File: src/design/rram_pkg.sv
package rram_pkg;

  // Widths of the item fields and the configuration registers.
  localparam int PX_W      = 12;
  localparam int ALPHA_W   = 8;
  localparam int DIM_REG_W = 13;
  localparam int CR_W      = 21;
  localparam int IDX_W     = 2;

  // Default build: 4096 pixel sides, lengths in 1/256 pixel.
  localparam int DEF_MAX_DIM   = 4096;
  localparam int DEF_FRAC_BITS = 8;

  // Register stages around the square root: six in front, four behind.
  localparam int PRE_STAGES  = 6;
  localparam int POST_STAGES = 4;

  // Configuration register indexes.
  typedef enum logic [IDX_W-1:0] {
    REG_IMAGE_WIDTH   = 2'd0,
    REG_IMAGE_HEIGHT  = 2'd1,
    REG_CORNER_RADIUS = 2'd2
  } cfg_reg_t;

  // Width that holds every unsigned length: pixel centres and half sides.
  function automatic int len_width(input int max_dim, input int frac_bits);
    int dim_w;
    dim_w = $clog2(max_dim + 1);
    return (((dim_w - 1) > PX_W) ? (dim_w - 1) : PX_W) + frac_bits;
  endfunction

  // Cycles from an accepted item to its result strobe.
  function automatic int pipe_latency(input int max_dim, input int frac_bits);
    return PRE_STAGES + len_width(max_dim, frac_bits) + 1 + POST_STAGES;
  endfunction

endpackage

File: src/design/rram_isqrt.sv
module rram_isqrt #(
  parameter int RT_W = 22,
  parameter int SB_W = 32
) (
  input  logic              clk,
  input  logic              rst_n,
  input  logic              in_valid,
  input  logic [2*RT_W-1:0] in_radicand,
  input  logic [SB_W-1:0]   in_side,
  output logic              out_valid,
  output logic [RT_W-1:0]   out_root,
  output logic [RT_W+2:0]   out_rem,
  output logic [SB_W-1:0]   out_side
);

  localparam int RW = RT_W + 3;

  // One result bit per stage, most significant first.
  logic              vld_r  [RT_W];
  logic [2*RT_W-1:0] rad_r  [RT_W];
  logic [RW-1:0]     rem_r  [RT_W];
  logic [RT_W-1:0]   root_r [RT_W];
  logic [SB_W-1:0]   side_r [RT_W];

  logic              src_vld  [RT_W];
  logic [2*RT_W-1:0] src_rad  [RT_W];
  logic [RW-1:0]     src_rem  [RT_W];
  logic [RT_W-1:0]   src_root [RT_W];
  logic [SB_W-1:0]   src_side [RT_W];

  logic [2*RT_W-1:0] rad_nxt  [RT_W];
  logic [RW-1:0]     rem_nxt  [RT_W];
  logic [RT_W-1:0]   root_nxt [RT_W];

  // Each stage takes the previous stage's registers, the first takes the ports.
  always_comb begin
    for (int j = 0; j < RT_W; j++) begin
      if (j == 0) begin
        src_vld[j]  = in_valid;
        src_rad[j]  = in_radicand;
        src_rem[j]  = '0;
        src_root[j] = '0;
        src_side[j] = in_side;
      end else begin
        src_vld[j]  = vld_r[j-1];
        src_rad[j]  = rad_r[j-1];
        src_rem[j]  = rem_r[j-1];
        src_root[j] = root_r[j-1];
        src_side[j] = side_r[j-1];
      end
    end
  end

  // Restoring step: bring down two radicand bits and try root*4+1.
  always_comb begin
    logic [RW-1:0] rem_t;
    logic [RW-1:0] trial;
    for (int j = 0; j < RT_W; j++) begin
      rem_t = {src_rem[j][RW-3:0], src_rad[j][2*RT_W-1 -: 2]};
      trial = RW'({src_root[j], 2'b01});
      rad_nxt[j] = src_rad[j] << 2;
      if (rem_t >= trial) begin
        rem_nxt[j]  = rem_t - trial;
        root_nxt[j] = {src_root[j][RT_W-2:0], 1'b1};
      end else begin
        rem_nxt[j]  = rem_t;
        root_nxt[j] = {src_root[j][RT_W-2:0], 1'b0};
      end
    end
  end

  // Valid bits travel with the data.
  always_ff @(posedge clk) begin
    if (!rst_n) begin
      for (int j = 0; j < RT_W; j++) vld_r[j] <= 1'b0;
    end else begin
      for (int j = 0; j < RT_W; j++) vld_r[j] <= src_vld[j];
    end
  end

  always_ff @(posedge clk) begin
    for (int j = 0; j < RT_W; j++) begin
      rad_r[j]  <= rad_nxt[j];
      rem_r[j]  <= rem_nxt[j];
      root_r[j] <= root_nxt[j];
      side_r[j] <= src_side[j];
    end
  end

  assign out_valid = vld_r[RT_W-1];
  assign out_root  = root_r[RT_W-1];
  assign out_rem   = rem_r[RT_W-1];
  assign out_side  = side_r[RT_W-1];

endmodule

File: src/design/rounded_rect_alpha_mask_unit.sv
// Rounded-rectangle alpha mask. Each item is one pixel (column, row, alpha);
// the block scales the alpha by how much of the pixel lies inside a rectangle
// with rounded corners that covers the whole image.
// Input: an item is taken at a clock edge with start high and busy low. Busy
// is low whenever reset is released, so one pixel can be taken every cycle.
// Output: each result appears on out_alpha_out for one cycle with out_valid
// high, in the order the items came in. The receiver has no way to stall;
// nothing inside waits on it. The longest part of the pipeline is the square
// root of the squared corner distance, which resolves one root bit per
// pipeline stage (LEN_W + 1 stages), with six stages of geometry in front
// and four of coverage and scaling behind.
// Configuration: cfg_valid/cfg_ready with a register index and data; write
// only while no items are in flight. Unknown indexes are ignored.
// Reset (rst_n low, synchronous) empties the pipeline, sets width and height
// to one and the radius to zero, which passes alpha through unchanged.
module rounded_rect_alpha_mask_unit #(
  parameter int MAX_DIM   = rram_pkg::DEF_MAX_DIM,
  parameter int FRAC_BITS = rram_pkg::DEF_FRAC_BITS
) (
  input  logic                          clk,
  input  logic                          rst_n,
  input  logic                          start,
  output logic                          busy,
  input  logic [rram_pkg::PX_W-1:0]     in_pixel_x,
  input  logic [rram_pkg::PX_W-1:0]     in_pixel_y,
  input  logic [rram_pkg::ALPHA_W-1:0]  in_alpha_in,
  output logic                          out_valid,
  output logic [rram_pkg::ALPHA_W-1:0]  out_alpha_out,
  input  logic                          cfg_valid,
  output logic                          cfg_ready,
  input  logic [rram_pkg::IDX_W-1:0]    cfg_index,
  input  logic [rram_pkg::CR_W-1:0]     cfg_data
);

  localparam int PX_W    = rram_pkg::PX_W;
  localparam int A_W     = rram_pkg::ALPHA_W;
  localparam int DR_W    = rram_pkg::DIM_REG_W;
  localparam int CR_W    = rram_pkg::CR_W;
  localparam int DIM_W   = $clog2(MAX_DIM + 1);
  localparam int LEN_W   = rram_pkg::len_width(MAX_DIM, FRAC_BITS);
  localparam int CMP_W   = (LEN_W > CR_W) ? LEN_W : CR_W;
  localparam int RT_W    = LEN_W + 1;
  localparam int SUM_W   = 2 * LEN_W + 1;
  localparam int T_W     = LEN_W + 3;
  localparam int COV_W   = FRAC_BITS + 1;
  localparam int PROD_W  = A_W + COV_W;
  localparam int SB_W    = A_W + T_W;

  localparam logic [LEN_W-1:0] HALF_LEN = LEN_W'(1) << (FRAC_BITS - 1);
  localparam logic [T_W-1:0]   HALF_T   = T_W'(1) << (FRAC_BITS - 1);
  localparam logic [T_W-1:0]   ONE_T    = T_W'(1) << FRAC_BITS;
  localparam logic [COV_W-1:0] ONE_COV  = COV_W'(1) << FRAC_BITS;
  localparam logic [PROD_W:0]  HALF_P   = (PROD_W + 1)'(1) << (FRAC_BITS - 1);

  // Handshakes: everything is taken whenever reset is released.
  logic accept;
  assign busy      = !rst_n;
  assign cfg_ready = rst_n;
  assign accept    = start && !busy;

  // Configuration registers.
  logic [DR_W-1:0] cfg_width_r;
  logic [DR_W-1:0] cfg_height_r;
  logic [CR_W-1:0] cfg_radius_r;

  always_ff @(posedge clk) begin
    if (!rst_n) begin
      cfg_width_r  <= DR_W'(1);
      cfg_height_r <= DR_W'(1);
      cfg_radius_r <= '0;
    end else if (cfg_valid && cfg_ready) begin
      case (rram_pkg::cfg_reg_t'(cfg_index))
        rram_pkg::REG_IMAGE_WIDTH:   cfg_width_r  <= cfg_data[DR_W-1:0];
        rram_pkg::REG_IMAGE_HEIGHT:  cfg_height_r <= cfg_data[DR_W-1:0];
        rram_pkg::REG_CORNER_RADIUS: cfg_radius_r <= cfg_data;
        default: ;
      endcase
    end
  end

  // Derived geometry, first level: saturated sides and half sides.
  logic [DIM_W-1:0] w_sat;
  logic [DIM_W-1:0] h_sat;
  logic [LEN_W-1:0] hw_r;
  logic [LEN_W-1:0] hh_r;
  logic             bypass_r;

  always_comb begin
    if (cfg_width_r == '0) begin
      w_sat = DIM_W'(1);
    end else if (32'(cfg_width_r) > MAX_DIM) begin
      w_sat = DIM_W'(MAX_DIM);
    end else begin
      w_sat = DIM_W'(cfg_width_r);
    end
    if (cfg_height_r == '0) begin
      h_sat = DIM_W'(1);
    end else if (32'(cfg_height_r) > MAX_DIM) begin
      h_sat = DIM_W'(MAX_DIM);
    end else begin
      h_sat = DIM_W'(cfg_height_r);
    end
  end

  always_ff @(posedge clk) begin
    hw_r     <= LEN_W'(w_sat) << (FRAC_BITS - 1);
    hh_r     <= LEN_W'(h_sat) << (FRAC_BITS - 1);
    bypass_r <= (cfg_radius_r == '0);
  end

  // Second level: radius clamped to half the smaller side.
  logic [LEN_W-1:0] rmax;
  logic [LEN_W-1:0] r_nxt;
  logic [LEN_W-1:0] r_r;

  always_comb begin
    rmax = (hw_r < hh_r) ? hw_r : hh_r;
    if (CMP_W'(cfg_radius_r) < CMP_W'(rmax)) begin
      r_nxt = LEN_W'(cfg_radius_r);
    end else begin
      r_nxt = rmax;
    end
  end

  // Third level: distance from the centre to where the corner arcs begin.
  logic [LEN_W-1:0] ex_r;
  logic [LEN_W-1:0] ey_r;

  always_ff @(posedge clk) begin
    r_r  <= r_nxt;
    ex_r <= hw_r - r_r;
    ey_r <= hh_r - r_r;
  end

  // Valid bits of the geometry stages and the back end.
  logic v0_r, v1_r, v2_r, v3_r, v4_r, v5_r;
  logic f1_v_r, f2_v_r, f3_v_r, f4_v_r;
  logic sq_valid;

  always_ff @(posedge clk) begin
    if (!rst_n) begin
      v0_r   <= 1'b0;
      v1_r   <= 1'b0;
      v2_r   <= 1'b0;
      v3_r   <= 1'b0;
      v4_r   <= 1'b0;
      v5_r   <= 1'b0;
      f1_v_r <= 1'b0;
      f2_v_r <= 1'b0;
      f3_v_r <= 1'b0;
      f4_v_r <= 1'b0;
    end else begin
      v0_r   <= accept;
      v1_r   <= v0_r;
      v2_r   <= v1_r;
      v3_r   <= v2_r;
      v4_r   <= v3_r;
      v5_r   <= v4_r;
      f1_v_r <= sq_valid;
      f2_v_r <= f1_v_r;
      f3_v_r <= f2_v_r;
      f4_v_r <= f3_v_r;
    end
  end

  // Stage 0: item registers.
  logic [PX_W-1:0] px0_r;
  logic [PX_W-1:0] py0_r;
  logic [A_W-1:0]  a0_r;

  always_ff @(posedge clk) begin
    px0_r <= in_pixel_x;
    py0_r <= in_pixel_y;
    a0_r  <= in_alpha_in;
  end

  // Stage 1: pixel centre relative to the image centre.
  logic [LEN_W-1:0]        cx1;
  logic [LEN_W-1:0]        cy1;
  logic signed [LEN_W:0]   dx1_r;
  logic signed [LEN_W:0]   dy1_r;
  logic [A_W-1:0]          a1_r;

  assign cx1 = (LEN_W'(px0_r) << FRAC_BITS) | HALF_LEN;
  assign cy1 = (LEN_W'(py0_r) << FRAC_BITS) | HALF_LEN;

  always_ff @(posedge clk) begin
    dx1_r <= $signed({1'b0, cx1}) - $signed({1'b0, hw_r});
    dy1_r <= $signed({1'b0, cy1}) - $signed({1'b0, hh_r});
    a1_r  <= a0_r;
  end

  // Stage 2: absolute offsets.
  logic [LEN_W-1:0] ax2_r;
  logic [LEN_W-1:0] ay2_r;
  logic [A_W-1:0]   a2_r;

  always_ff @(posedge clk) begin
    ax2_r <= dx1_r[LEN_W] ? LEN_W'(-dx1_r) : LEN_W'(dx1_r);
    ay2_r <= dy1_r[LEN_W] ? LEN_W'(-dy1_r) : LEN_W'(dy1_r);
    a2_r  <= a1_r;
  end

  // Stage 3: offsets past the start of the corner arcs.
  logic signed [LEN_W:0] qx3_r;
  logic signed [LEN_W:0] qy3_r;
  logic [A_W-1:0]        a3_r;

  always_ff @(posedge clk) begin
    qx3_r <= $signed({1'b0, ax2_r}) - $signed({1'b0, ex_r});
    qy3_r <= $signed({1'b0, ay2_r}) - $signed({1'b0, ey_r});
    a3_r  <= a2_r;
  end

  // Stage 4: squares of the outside parts, inside distance on the side.
  logic [LEN_W-1:0]        ox4;
  logic [LEN_W-1:0]        oy4;
  logic signed [LEN_W:0]   qmax4;
  logic [2*LEN_W-1:0]      sqx4_r;
  logic [2*LEN_W-1:0]      sqy4_r;
  logic signed [LEN_W:0]   m4_r;
  logic [A_W-1:0]          a4_r;

  assign ox4   = qx3_r[LEN_W] ? '0 : qx3_r[LEN_W-1:0];
  assign oy4   = qy3_r[LEN_W] ? '0 : qy3_r[LEN_W-1:0];
  assign qmax4 = (qx3_r > qy3_r) ? qx3_r : qy3_r;

  always_ff @(posedge clk) begin
    sqx4_r <= ox4 * ox4;
    sqy4_r <= oy4 * oy4;
    m4_r   <= qmax4[LEN_W] ? qmax4 : '0;
    a4_r   <= a3_r;
  end

  // Stage 5: sum of squares, and one half plus radius minus inside distance.
  logic [SUM_W-1:0]      sum5_r;
  logic signed [T_W-1:0] t5_r;
  logic [A_W-1:0]        a5_r;

  always_ff @(posedge clk) begin
    sum5_r <= SUM_W'(sqx4_r) + SUM_W'(sqy4_r);
    t5_r   <= $signed(T_W'(r_r)) + $signed(HALF_T) - T_W'(m4_r);
    a5_r   <= a4_r;
  end

  // Square root, one bit per stage, with alpha and the offset riding along.
  logic [RT_W-1:0] sq_root;
  logic [RT_W+2:0] sq_rem;
  logic [SB_W-1:0] sq_side;

  rram_isqrt #(
    .RT_W (RT_W),
    .SB_W (SB_W)
  ) u_isqrt (
    .clk         (clk),
    .rst_n       (rst_n),
    .in_valid    (v5_r),
    .in_radicand ((2*RT_W)'(sum5_r)),
    .in_side     ({a5_r, t5_r}),
    .out_valid   (sq_valid),
    .out_root    (sq_root),
    .out_rem     (sq_rem),
    .out_side    (sq_side)
  );

  // Back end 1: round the root to nearest.
  logic [RT_W:0]         len1_r;
  logic signed [T_W-1:0] t1_r;
  logic [A_W-1:0]        a_f1_r;

  always_ff @(posedge clk) begin
    len1_r <= (RT_W + 1)'(sq_root) + (RT_W + 1)'(sq_rem > (RT_W + 3)'(sq_root));
    t1_r   <= $signed(sq_side[T_W-1:0]);
    a_f1_r <= sq_side[SB_W-1 -: A_W];
  end

  // Back end 2: coverage clamped to zero..one.
  logic signed [T_W-1:0] cdiff;
  logic [COV_W-1:0]      cov_nxt;
  logic [COV_W-1:0]      cov2_r;
  logic [A_W-1:0]        a_f2_r;

  always_comb begin
    cdiff = t1_r - $signed(T_W'(len1_r));
    if (cdiff[T_W-1]) begin
      cov_nxt = '0;
    end else if (cdiff > $signed(ONE_T)) begin
      cov_nxt = ONE_COV;
    end else begin
      cov_nxt = cdiff[COV_W-1:0];
    end
  end

  always_ff @(posedge clk) begin
    cov2_r <= cov_nxt;
    a_f2_r <= a_f1_r;
  end

  // Back end 3: alpha times coverage.
  logic [PROD_W-1:0] prod3_r;
  logic [A_W-1:0]    a_f3_r;

  always_ff @(posedge clk) begin
    prod3_r <= PROD_W'(a_f2_r) * PROD_W'(cov2_r);
    a_f3_r  <= a_f2_r;
  end

  // Back end 4: round to nearest, or pass alpha through when unmasked.
  logic [PROD_W:0]  rnd4;
  logic [A_W-1:0]   alpha4_r;

  assign rnd4 = (PROD_W + 1)'(prod3_r) + HALF_P;

  always_ff @(posedge clk) begin
    alpha4_r <= bypass_r ? a_f3_r : rnd4[FRAC_BITS + A_W - 1 -: A_W];
  end

  assign out_valid     = f4_v_r;
  assign out_alpha_out = alpha4_r;

endmodule

File: config.mk
export PLATFORM = sky130hd
export DESIGN_NAME = rounded_rect_alpha_mask_unit
export DESIGN_NICKNAME = d
export VERILOG_FILES = /design/src/design/rram_pkg.sv /design/src/design/rram_isqrt.sv /design/src/design/rounded_rect_alpha_mask_unit.sv
export SDC_FILE = /design/constraint.sdc
export NUM_CORES = 2
export LEC_CHECK = 0
export BUFFER_PORTS_ARGS = -buffer_cell sky130_fd_sc_hd__buf_2
export CAP_MARGIN = 5
export CELL_PAD_IN_SITES_DETAIL_PLACEMENT = 2
export CELL_PAD_IN_SITES_GLOBAL_PLACEMENT = 2
export CORE_ASPECT_RATIO = 1.4
export CORE_MARGIN = 5
export CORE_UTILIZATION = 38
export CTS_BUF_LIST = sky130_fd_sc_hd__clkbuf_16
export CTS_CLUSTER_DIAMETER = 120
export DETAILED_ROUTE_END_ITERATION = 8
export GPL_TIMING_DRIVEN = 1
export PLACE_DENSITY = 0.76
export SETUP_SLACK_MARGIN = 0.1
export SLEW_MARGIN = 15
export SYNTH_ARGS = -nofsm -noshare
export SYNTH_HDL_FRONTEND = slang
export SYNTH_HIERARCHICAL = 1
export SYNTH_SLANG_ARGS = --single-unit
File: constraint.sdc
create_clock -name clk -period 7.2 [get_ports clk]
set_clock_uncertainty 0.15 [all_clocks]
set_input_delay 1.08 -clock clk [delete_from_list [all_inputs] [get_ports clk]]
set_output_delay 1.08 -clock clk [all_outputs]
set_load 0.02 [all_outputs]
---- Yosys cells after proc, flatten, opt, wreduce, memory -nomap -nowiden ----
Memory sizes are Yosys's and may differ from the RTL's. A register that Yosys moved wholly into a read port is not among the register bits.
Cells that the tools add are included.
cells by class
  add/sub/neg operators ................... 35
  multiply operators ...................... 3
  divide/modulo/power cells ............... 0
  magnitude comparators ................... 28
  eq/ne operators ......................... 2
  shift-type cells ........................ 0
  muxes and demuxes ....................... 77
  bitwise operators ....................... 21
  reductions and logical operators ........ 14
operator list
  kind                                                                               number
  24-bit 2-to-1 mux                                                                  21
  24-bit by 23-bit >= comparator with 1-bit output                                   20
  24-bit by 23-bit subtractor with 24-bit output                                     20
  20-bit 2-to-1 mux                                                                  6
  20-bit by 20-bit subtractor with 21-bit output                                     4
  20-bit by 20-bit multiplier with 40-bit output                                     2
  1-bit 2-to-1 mux                                                                   44
  21-bit 2-to-1 mux                                                                  2
  40-bit by 40-bit adder with 41-bit output                                          1
  20-bit negation                                                                    2
  20-bit subtractor                                                                  2
  13-bit greater-than comparator, second input constant                              2
  13-bit logical NOT                                                                 2
  13-bit 2-to-1 mux                                                                  2
  24-bit by 21-bit greater-than comparator with 1-bit output                         1
  23-bit by 10-bit greater-than comparator with 1-bit output, second input constant  1
  22-bit by 21-bit subtractor with 23-bit output                                     1
  23-bit subtractor                                                                  1
  21-bit by 1-bit adder with 22-bit output                                           1
  20-bit by 8-bit adder with 21-bit output, second input constant                    1
  21-bit greater-than comparator                                                     1
  21-bit logical NOT                                                                 1
  21-bit by 20-bit less-than comparator with 1-bit output                            1
  1-bit bitwise OR                                                                   21
  other kinds (14)                                                                   20
word-level totals
  register bits after elaboration ......... 575
  latch bits .............................. 0
  RAM bits ................................ 2457
  ROM bits ................................ 0
  input bits .............................. 59
  output and inout bits ................... 11
  memories kept ........................... 5
memories
  name            depth  bits a word  read ports  clocked after Yosys merged registers in  wr ports  line              RTL
  u_isqrt.rad_r   21     40           20          0                                        21        rram_isqrt.sv:20  logic [2*RT_W-1:0] rad_r [RT_W];
  u_isqrt.side_r  21     31           21          1                                        21        rram_isqrt.sv:23  logic [SB_W-1:0] side_r [RT_W];
  u_isqrt.rem_r   21     24           21          0                                        21        rram_isqrt.sv:21  logic [RW-1:0] rem_r [RT_W];
  u_isqrt.root_r  21     21           21          0                                        21        rram_isqrt.sv:22  logic [RT_W-1:0] root_r [RT_W];
  u_isqrt.vld_r   21     1            21          1                                        21        rram_isqrt.sv:19  logic vld_r [RT_W];

---- Logic depth before layout (Yosys ltp) ----
  depth after elaboration ................. 4
  mapped depth ............................ 29
  depth with buffers taken out ............ 27

---- Hierarchy ----
The synthesis kept the hierarchy.
modules (own cells, without submodules)
  module                        instances  cells each  area an instance (sq um)  sequential area each (sq um)
  rram_isqrt                    1          4610        53431.2                   35213.8
  rounded_rect_alpha_mask_unit  1          5187        48308.8                   11130.7

---- Worst setup path after synthesis ----
OpenSTA, ideal clock, no wires.
  kind .................................... register -> register
  from .................................... register qy3_r[20]
  to ...................................... register sqy4_r[38]
  library setup time ...................... 0.148 ns
  arrival ................................. 7.358 ns
  setup slack ............................. -0.456 ns
  stages on the path, launching flop included .. 29
  buffers on the path ..................... 2
  cell sequence ........................... dfxtp_1 clkbuf_1 nor2b_1 clkbuf_1 nand2_1 fa_1 inv_1 fa_1 inv_1 fa_1 inv_1 fa_1 inv_1 fa_1 inv_1 fa_1 inv_1 fa_1 inv_1 ha_1 and2_1 a41oi_1 o41ai_1 o31a_1 and4_4 o32a_1 a221o_1 nand4_1 o311ai_2
between the ends
  cells in the longest elaborated chain, start to end .. 2
RTL lines
  what                                            line                                 RTL
  start: declaration                              rounded_rect_alpha_mask_unit.sv:206  logic signed [LEN_W:0] qy3_r;
  start signal: assignment                        rounded_rect_alpha_mask_unit.sv:211  qy3_r <= $signed({1'b0, ay2_r}) - $signed({1'b0, ey_r});
  20-bit 2-to-1 mux                               rounded_rect_alpha_mask_unit.sv:225  assign oy4 = qy3_r[LEN_W] ? '0 : qy3_r[LEN_W-1:0];
  20-bit by 20-bit multiplier with 40-bit output  rounded_rect_alpha_mask_unit.sv:230  sqy4_r <= oy4 * oy4;
  end signal: assignment                          rounded_rect_alpha_mask_unit.sv:230
  end: declaration                                rounded_rect_alpha_mask_unit.sv:220  logic [2*LEN_W-1:0] sqy4_r;
Every way passes these cells.
A chain may end at the register's enable or synchronous reset.

---- Final worst setup path ----
  from .................................... register qy3_r[20]
  to ...................................... register sqy4_r[37]
Same word-level chain as after synthesis.

==> results.yml <==
floorplan:
  die_h_um: 622.2
  core_area_um2: 266300
  num_rows: 224
  start_util_pct: 38.21
  die_w_um: 447.3
  dieArea_um2: 278300
  num_io_pins: 70
synth:
  synth_commonest_cells: "dfxtp_1, inv_1, ha_1, nand2_1, fa_1"
  ys_warn_count: 6
  synth_top_cell_by_area: "dfxtp_1"
  synth_edf_count: 0
  synth_area_per_cell_um2: 10.38
  ys_ff_latch: 2315
  yosys.area.top_type_share_pct: 45.55
  synth.area.top_cells: "dfxtp_1, fa_1, ha_1"
  async_reset_ff_share_pct: 0
  synthCells: 9797
  syn-cell-area_um2: 101700
  ys_seq_area_share_pct: 45.55
  synth_most_common_cell: "dfxtp_1"
  ys_types: 97
  synth-main-ff-cell: "dfxtp_1"
clock_network:
  clockRootBuffer: "clkbuf_16"
  cts_buffer_depth: 4
  numClockSinks: 2315
  cts_tree: "yes"
  path_clk_slew_ns: 0.07
  cts_buffers: 229
  htreeDepth: 4
  clk_latency_ns: 0.96
worst_setup_path:
  path_delay_family: "adder cells"
  cp.required_ns: 7.82
  startpoint: "qy3_r[20]$_DFF_P_"
  cp-start-kind: "flip-flop"
  cp_max_fo: 16
  crit_cells: 29
  worst_path_max_delay_cell: "fa_2"
  r2r_cells: 29
  arrival_ns: 9.51
  r2r_slack_ns: -1.69
  max_stage_delay_ns: 0.62
  crit_buf_inv: 10
  reg2reg_from: "qy3_r[20]$_DFF_P_"
  crit_type: "reg -> reg"
  crit_path_end_kind: "flip-flop"
drt:
  drt-initial-drc-count: 4775
  viasPerCell: 5.494
  top_layer_used: "met5"
  wl_met2_um: 218100
  drt-met1-wl_um: 135600
  final_antenna_net_count: 0
  met3_length_um: 26240
  drt_wl_total_um: 424400
  via_count: 77280
  drc: 0
  dr.pass1.iters: 6
  wl_per_cell_um: 30.17
grt:
  grt_pass1_wl_um: 565300
  antenna_found_initial: 37
  grt_max_degree: 47
  grt_usage_pct: 26.72
  grt_overflow: 0
  grt_pass1_vias: 88240
place:
  hpwlAfterDp_um: 233000
  place_area_um2: 108500
  place_congestion: 0.8578
  io_buffers: 69
sta:
  drv_slew: 0
  rsz0062_at_grt: "true"
  layout_setup_ws_ns: -1.687
  maxSlewHeadroom_pct: 13.46
  hold_viol: 0
  tightestPinTransition_ns: 1.262
  final-setup-viol-count: 52
  fmax_mhz: 112.5
  post-route-period-util_pct: 123.4
  min_period_ns: 8.887
worst_hold_path:
  hp-class: "in -> reg"
  hp-start: "in_alpha_in[0]"
  hold_depth: 1
flow_run:
  max_cap_viol_count: 0
finish:
  seq_area_um2: 46370
  syn2layout_area_growth_pct: 17.38
  multi_input_area_um2: 51510
  nets: 11840
  layout-drive-gt1-share_pct: 13.78
  final_cell_area_um2: 119400
  n_fill_cell: 27290
status:
  status: "complete, but fails checks"
  violations: "setup timing"
cell usage in the layout (no fill, tap or decap), types with 30 or more instances in the layout:
master / count
or3_1: 48
nand2_1: 675
a31oi_1: 32
clkinv_1: 44
ha_1: 754
and3_1: 44
buf_4: 410
fa_2: 52
nor3_1: 173
inv_1: 1277
dfxtp_1: 2305
nor4_1: 68
bufinv_16: 30
or4_1: 35
buf_6: 67
nor2b_1: 114
o21a_1: 82
fa_1: 554
o31ai_1: 48
nand2b_1: 80
o21ai_0: 304
xnor2_1: 376
nand3_1: 126
a21o_1: 162
nand4_1: 64
or2_2: 37
o21bai_1: 35
inv_2: 62
a21oi_1: 466
nor2_1: 462
clkinv_2: 30
buf_2: 69
clkbuf_16: 230
and2_1: 198
o211ai_1: 32
a211oi_1: 43
mux2_2: 52
ha_4: 46
xor2_1: 246
cells by family after synthesis:
family	count (synthesis)	synth area share, %
other	2	0.007382
buffers and inverters	1546	5.933
multiplexers	75	0.8067
XOR/XNOR	641	5.518
AO/OA/AOI/OAI	1490	9.169
AND/OR/NAND/NOR	2314	11.16
adder cells (fa/ha/maj)	1414	21.86
flip-flops	2315	45.55
worst paths after layout:
check                                       to
setup reg to reg            sqy4_r[37]$_DFF_P_
setup / recovery            sqy4_r[37]$_DFF_P_
hold reg to reg   u_isqrt/rad_r[1][63]$_DFF_P_
hold / removal                 a0_r[0]$_DFF_P_
state kept, by name, summed over array words and instances, names as in the netlist, 20 cells and up:
| signal | count |
|---|---|
| u_isqrt/rad_r | 420 |
| u_isqrt/vld_r | 21 |
| m4_r | 21 |
| t5_r | 23 |
| sqy4_r | 39 |
| len1_r | 22 |
| qy3_r | 21 |
| ey_r | 20 |
| t1_r | 23 |
| sum5_r | 41 |
| sqx4_r | 39 |
| u_isqrt/root_r | 231 |
| u_isqrt/rem_r | 436 |
| r_r | 20 |
| cfg_radius_r | 21 |
| u_isqrt/side_r | 651 |
metal layers:
layer  vias to the layer above  track usage, %
li1                      33060               -
met1                     38700           24.83
met2                      3332           50.67
met3                      2167           5.675
met4                        30           19.77
met5                         -               0
through the flow:
step | hold WS, ns | worst slack (ns) | utilization, % | TNS, ns | cells
2_1_floorplan | 0.1596 | 0.05538 | - | 0 | 9799
3_3_place_gp | 0.1596 | -0.3696 | 40.76 | -2.959 | 13520
3_5_place_dp | 0.1632 | -0.6532 | 40.76 | -11.94 | 13520
4_1_cts | 0.05068 | -0.6590 | 44.14 | -4.236 | 13980
5_1_grt | 0.04694 | -1.749 | 44.84 | -33.73 | 14050
6_report | 0.07326 | -1.687 | 44.85 | -34.07 | 14070
what timing repair did:
action	in CTS	in global routing
endpoints found under the hold margin	0	0
endpoints found under the setup margin	51	53
buffers inserted	47	84
gates resized for setup	303	323
hold buffers	0	0
pin swaps	149	225
area by class of cell:
cell class | count | share of cell area, %
Antenna cell | 20 | 0.04191
Clock buffer | 230 | 4.820
Clock inverter | 177 | 1.440
Inverter | 1314 | 4.167
Multi-Input combinational cell | 5938 | 43.13
Sequential cell | 2315 | 38.83
Tap cell | 3503 | 3.670
Timing Repair Buffer | 571 | 3.901
Power is left out: the tool's default activity adds up to more than one toggle a clock period on the data nets, which glitch-free logic cannot reach.
